File: src/sv/sda_pkg.sv
`timescale 1ns / 1ps
// ----------------------------------------------------------------------------
// sda_pkg: shared types and constants for the scaled decimal ALU
// Operation codes, compare codes, the stage control struct and the
// power-of-ten table and the scale clamp.
// ----------------------------------------------------------------------------
package sda_pkg;

    localparam int DEF_MAX_DIGITS = 18;
    localparam int VAL_W          = 64;
    localparam int SCL_W          = 5;
    localparam int RSCL_W         = 6;

    typedef enum logic [1:0] {
        FN_ADD = 2'd0,
        FN_SUB = 2'd1,
        FN_MUL = 2'd2,
        FN_CMP = 2'd3
    } t_func;

    localparam logic signed [1:0] ORD_LT = 2'sb11;
    localparam logic signed [1:0] ORD_EQ = 2'sb00;
    localparam logic signed [1:0] ORD_GT = 2'sb01;

    // control that travels with each item down the pipeline
    typedef struct packed {
        logic                valid;
        t_func               func;
        logic                is_null;
        logic                swap;      // scaled operand is b
        logic                neg;       // compare: scaled operand negative (both are when signs agree)
        logic                sdiff;     // compare: signs differ
        logic signed [1:0]   sdiff_ord; // compare order when signs differ
        logic [RSCL_W-1:0]   scale;
        logic [VAL_W-1:0]    other;     // unscaled operand (or a for null)
    } t_ctl;

    // 10^n for n = 0..18
    function automatic logic [VAL_W-1:0] pow10(input logic [SCL_W-1:0] n);
        logic [VAL_W-1:0] p;
        unique case (n)
            5'd0:    p = 64'd1;
            5'd1:    p = 64'd10;
            5'd2:    p = 64'd100;
            5'd3:    p = 64'd1000;
            5'd4:    p = 64'd10000;
            5'd5:    p = 64'd100000;
            5'd6:    p = 64'd1000000;
            5'd7:    p = 64'd10000000;
            5'd8:    p = 64'd100000000;
            5'd9:    p = 64'd1000000000;
            5'd10:   p = 64'd10000000000;
            5'd11:   p = 64'd100000000000;
            5'd12:   p = 64'd1000000000000;
            5'd13:   p = 64'd10000000000000;
            5'd14:   p = 64'd100000000000000;
            5'd15:   p = 64'd1000000000000000;
            5'd16:   p = 64'd10000000000000000;
            5'd17:   p = 64'd100000000000000000;
            5'd18:   p = 64'd1000000000000000000;
            default: p = 64'd0;
        endcase
        return p;
    endfunction

    // saturate a scale to the digit limit
    function automatic logic [SCL_W-1:0] clamp_scale(input logic [SCL_W-1:0] s,
                                                     input logic [SCL_W-1:0] lim);
        return (s > lim) ? lim : s;
    endfunction

endpackage

File: src/sv/sda_final.sv
`timescale 1ns / 1ps
// ----------------------------------------------------------------------------
// sda_final: last stage and output register
// Add, subtract, pass the product, resolve the compare order, or pass a null.
// ----------------------------------------------------------------------------
module sda_final (
    input  logic                        i_clk,
    input  logic                        i_rst_n,
    input  logic                        i_adv,
    input  sda_pkg::t_ctl               i_ctl,
    input  logic [2*sda_pkg::VAL_W-1:0] i_prod,
    output logic                        o_valid,
    output logic [sda_pkg::VAL_W-1:0]   o_value,
    output logic [sda_pkg::RSCL_W-1:0]  o_scale,
    output logic                        o_null,
    output logic signed [1:0]           o_order
);
    import sda_pkg::*;

    logic [VAL_W-1:0]  lo, n_value, r_value;
    logic [RSCL_W-1:0] n_scale, r_scale;
    logic              n_null, r_null, r_valid;
    logic signed [1:0] n_order, r_order, mord;
    logic              gt, eq;

    assign lo = i_prod[VAL_W-1:0];

    // result select
    always_comb begin
        gt      = i_prod > {{VAL_W{1'b0}}, i_ctl.other};
        eq      = i_prod == {{VAL_W{1'b0}}, i_ctl.other};
        mord    = gt ? ORD_GT : (eq ? ORD_EQ : ORD_LT);
        // negatives reverse magnitude order; swap reverses operand order
        if (i_ctl.neg ^ i_ctl.swap) begin
            mord = -mord;
        end
        n_value = '0;
        n_scale = i_ctl.scale;
        n_null  = 1'b0;
        n_order = ORD_EQ;
        unique case (i_ctl.func)
            FN_ADD: n_value = lo + i_ctl.other;
            FN_SUB: n_value = i_ctl.swap ? (i_ctl.other - lo) : (lo - i_ctl.other);
            FN_MUL: n_value = lo;
            FN_CMP: begin
                n_scale = '0;
                n_order = i_ctl.sdiff ? i_ctl.sdiff_ord : mord;
            end
            default: ;
        endcase
        if (i_ctl.is_null) begin
            n_value = i_ctl.other;
            n_scale = i_ctl.scale;
            n_null  = 1'b1;
            n_order = ORD_EQ;
        end
    end

    // output register
    always_ff @(posedge i_clk) begin
        if (!i_rst_n) begin
            r_valid <= 1'b0;
        end else if (i_adv) begin
            r_valid <= i_ctl.valid;
            r_value <= n_value;
            r_scale <= n_scale;
            r_null  <= n_null;
            r_order <= n_order;
        end
    end

    assign o_valid = r_valid;
    assign o_value = r_value;
    assign o_scale = r_scale;
    assign o_null  = r_null;
    assign o_order = r_order;

endmodule
File: config.mk
export PLATFORM = sky130hd
export DESIGN_NAME = sda_final
export DESIGN_NICKNAME = d
export VERILOG_FILES = /design/src/sv/sda_pkg.sv /design/src/sv/sda_final.sv
export SDC_FILE = /design/constraint.sdc
export NUM_CORES = 1
export LEC_CHECK = 0
export BUFFER_PORTS_ARGS = -buffer_cell sky130_fd_sc_hd__buf_2
export CORE_AREA = 2 2 181 183
export CTS_CLUSTER_DIAMETER = 30
export DETAILED_ROUTE_END_ITERATION = 6
export DIE_AREA = 0 0 183 185
export PLACE_DENSITY = 0.82
export SETUP_SLACK_MARGIN = 0.5
export SYNTH_ARGS = -nofsm -noshare
export SYNTH_HDL_FRONTEND = slang
export SYNTH_SLANG_ARGS = --single-unit
File: constraint.sdc
create_clock -name i_clk -period 4.3 [get_ports i_clk]
set_clock_uncertainty 0.15 [all_clocks]
set_input_delay 0.43 -clock i_clk [delete_from_list [all_inputs] [get_ports i_clk]]
set_output_delay 0.43 -clock i_clk [all_outputs]
set_load 0.02 [all_outputs]
==> results.cfg <==
[route]
drt-wirelength-per-cell_um = 23.72
routed_wl_um = 73330
remaining_drc_errors = 0
drtIter0Drc = 2448
drt.antenna.violating_nets = 0
vias_per_cell = 6.423
vias = 19850
first_pass_iters = 5

[logic_synthesis]
yosys_most_used_dff = edfxtp_1
syn_nets = 2645
synth-edff-count = 73
async_flop_share_pct = 0
yosysWarnings = 0
ys_seq_area_share_pct = 14.06
synth.distinct_cells = 96
synth.avg_cell_area_sq_um = 7.025
yosysTopAreaCell = ha_1
synth.top_cell.area_share_pct = 15.27
netlist_area_sq_um = 15740
ys_top_cells_by_area = ha_1 15%, edfxtp_1 14%, a21oi_1 11%
ys_ff_latch = 74
postSynthCellCount = 2240

[setup_path]
crit_path_end_kind = flip-flop
crit_path_end = o_value[57]
cpMostUsedCell = o21ai_2
cp.required_ns = 4.27
path_max_fanout = 8
cpPeakStageDelay_ns = 0.48
path_cells = buf_2 -> inv_1 -> ha_2 -> buf_4 -> nor2b_1 -> or4_1 -> o21ai_2 -> a31oi_1 -> nor3_2 -> a21oi_4 -> a221oi_4 -> o21ai_2 -> xnor2_2 -> a221o_1 -> a2bb2oi_1
crit_type = in -> reg
crit_family = compound AO/OA/AOI/OAI gates
r2r-end = o_valid
critPathArrivalTime_ns = 3.72
crit_buf_inv = 3
cpMaxStageDelayCell = or4_1
reg2reg_depth = 2
rrSetupSlack_ns = 3.55
start_kind = primary input
rr_startpoint = o_valid
path_depth = 15
startpoint = i_ctl[24]

[grt]
track_usage_pct = 41.60
grt_overflow_total = 0
grt_first_pass_wirelength_um = 108000
grt_max_degree = 88
grt_pass1_vias = 18810
antenna_found_initial = 9

[timing]
period_needed_ns = 3.754
setup_viol = 0
hold_viol = 0
maxSlewViolCount = 0
tightest_slew_ns = 1.363
layout_worst_path_cycle_share_pct = 87.31
grt_setup_unrepaired = yes
hold_slack_ns = 0.1532
fmax_ghz = 0.2664
slew_headroom_pct = 8.292
setup_tns_ns = 0

[power]
seq_power_share_pct = 19.5
clkPwrFrac_pct = 20.7
p_int_mw = 2.447
p_sw_share_pct = 46.16
p_leak_nw = 8.602
peakVddDrop_v = 0.0002089
pwr-share-comb_pct = 59.8
powerDensity_nw_per_um2 = 231.2
p_sw_mw = 2.098

[clock_tree]
h-tree-depth = 3
clockBufferDepth = 2
cts_tree = yes
cts-root-buf = clkbuf_16
clock-sinks = 74
worstSkewPairLatency_ns = 0.38
clk_pin_slew_ns = 0.07
numCtsBuffers = 9

[floorplan]
fp.dieArea_sq_um = 33860
die_y_um = 185
rows = 66
initial_core_util_pct = 49.11
ioPinCount = 284
core_sq_um = 32040
die_x_um = 183

[layout]
final_nets = 3074
final_cells = 3091
drive_above_1_share_pct = 24.68
utilization_pct = 61.35
finalInstanceArea_sq_um = 19660
area_delta_synth_final_pct = 24.91
fillCellCount = 3061

[status]
status = complete, no violations

[place]
io_buffer_count = 283
placed_area_sq_um = 18860
hpwl_um = 58910
place_congestion = 0.9984
dp.cells = 3061

[flow_run]
drv_cap = 0

[hold_path]
hold_class = in -> reg
hp-start = i_rst_n
-- cell families after synthesis --
kind of cell    synth area share (%)
compound gates                 36.80
xor+xnor                       3.673
fa+ha+maj                      15.65
buf+inv                        9.160
flops                          14.06
mux                            1.121
simple gates                   19.54
-- how the worst min path moves through the flow --
| stage | end | slack, ns | depth (start not counted) |
|---|---|---|---|
| floorplan | o_null | 0.38 | 0 |
| global placement | o_valid | 0.34 | 2 |
| detailed placement | o_valid | 0.39 | 2 |
| CTS | o_valid | 0.16 | 2 |
| global route | o_valid | 0.17 | 2 |
| finish | o_valid | 0.15 | 2 |
-- layer usage --
layer | wire (um) | global-route usage, % | vias to the layer above
met5 | 74 | 1.481 | -
met4 | 3444 | 20.70 | 4
met3 | 7953 | 11.72 | 199
met2 | 32040 | 65.18 | 1185
met1 | 29810 | 52.27 | 9348
li1 | - | - | 9116
-- cells in the mapped netlist, drive strengths merged (7+ instances only) --
| cell type | instances |
|---|---|
| a31oi | 20 |
| nor4 | 53 |
| mux2i | 12 |
| clkbuf | 87 |
| a211oi | 51 |
| nand4 | 53 |
| o311ai | 12 |
| a21boi | 16 |
| or3 | 8 |
| nor3 | 50 |
| o21ai | 203 |
| nor2b | 21 |
| nand2b | 7 |
| and2 | 14 |
| buf | 26 |
| o2111ai | 7 |
| a311oi | 10 |
| inv | 196 |
| o31ai | 27 |
| a22oi | 9 |
| ha | 192 |
| a221oi | 16 |
| and3 | 7 |
| edfxtp | 73 |
| o21a | 18 |
| nor2 | 206 |
| a21o | 28 |
| o211ai | 22 |
| o21bai | 50 |
| nand3 | 17 |
| or2 | 8 |
| o221ai | 19 |
| nand2 | 196 |
| xnor2 | 56 |
| xor2 | 10 |
| a21oi | 346 |
-- power by group through the flow --
stage	registers, mW	logic [mW]	clock network [mW]
4_1_cts	0.888	2.56	0.945
5_1_grt	0.894	2.89	0.954
3_3_place_gp	0.901	2.51	0
2_1_floorplan	0.980	1.45	0
6_report	0.887	2.72	0.941
3_5_place_dp	0.902	2.54	0
-- registers in the layout, summed over array words and instances (netlist names) --
name	count
o_value	64
o_scale	6
o_null	1
o_order	2
o_valid	1
-- worst reg2reg max path, cell delays in order (launching register included) --
cell and delay [ns]:
dfxtp_1 0.31, mux2i_1 0.12, nor2b_1 0.06
-- cell type report --
class / instances / area, sq um / area share, %
Multi-Input combinational cell: 1854 / 12490 / 63.56
Timing Repair Buffer: 531 / 3331 / 16.94
Clock inverter: 4 / 72.57 / 0.3692
Tap cell: 408 / 510.5 / 2.597
Clock buffer: 12 / 266.5 / 1.356
Antenna cell: 9 / 22.52 / 0.1146
Sequential cell: 74 / 2212 / 11.25
Inverter: 199 / 747.0 / 3.800
-- stage by stage --
stage / setup WS (ns) / total power [mW]
after detailed placement: -0.07416 / 3.439
after CTS: 0.4221 / 4.392
final: 0.5458 / 4.545
after global placement: -0.04686 / 3.414
after global routing: 0.4348 / 4.739
after floorplan: 0.8586 / 2.434
-- cell usage in the layout, fill, tap and decap left out, types with 18 or more instances in the layout --
master	instances
a21oi_1	331
buf_2	282
buf_4	245
nor2_1	201
nand2_1	196
inv_1	195
o21ai_0	183
ha_1	182
edfxtp_1	73
xnor2_1	55
nand4_1	53
nor4_1	50
o21bai_1	50
nor3_1	48
a211oi_1	46
a21o_1	25
o31ai_1	22
o211ai_1	22
nor2b_1	20
a31oi_1	18
o21a_1	18
o221ai_1	18
-- repair_timing --
item | CTS | global route
gates cloned | 0 | 0
pin swaps | 3 | 34
gates resized for setup | 12 | 75
buffers inserted | 1 | 4
endpoints found under the setup margin | 12 | 35
hold buffers | 0 | 0
(Power assumes the default switching activity.)
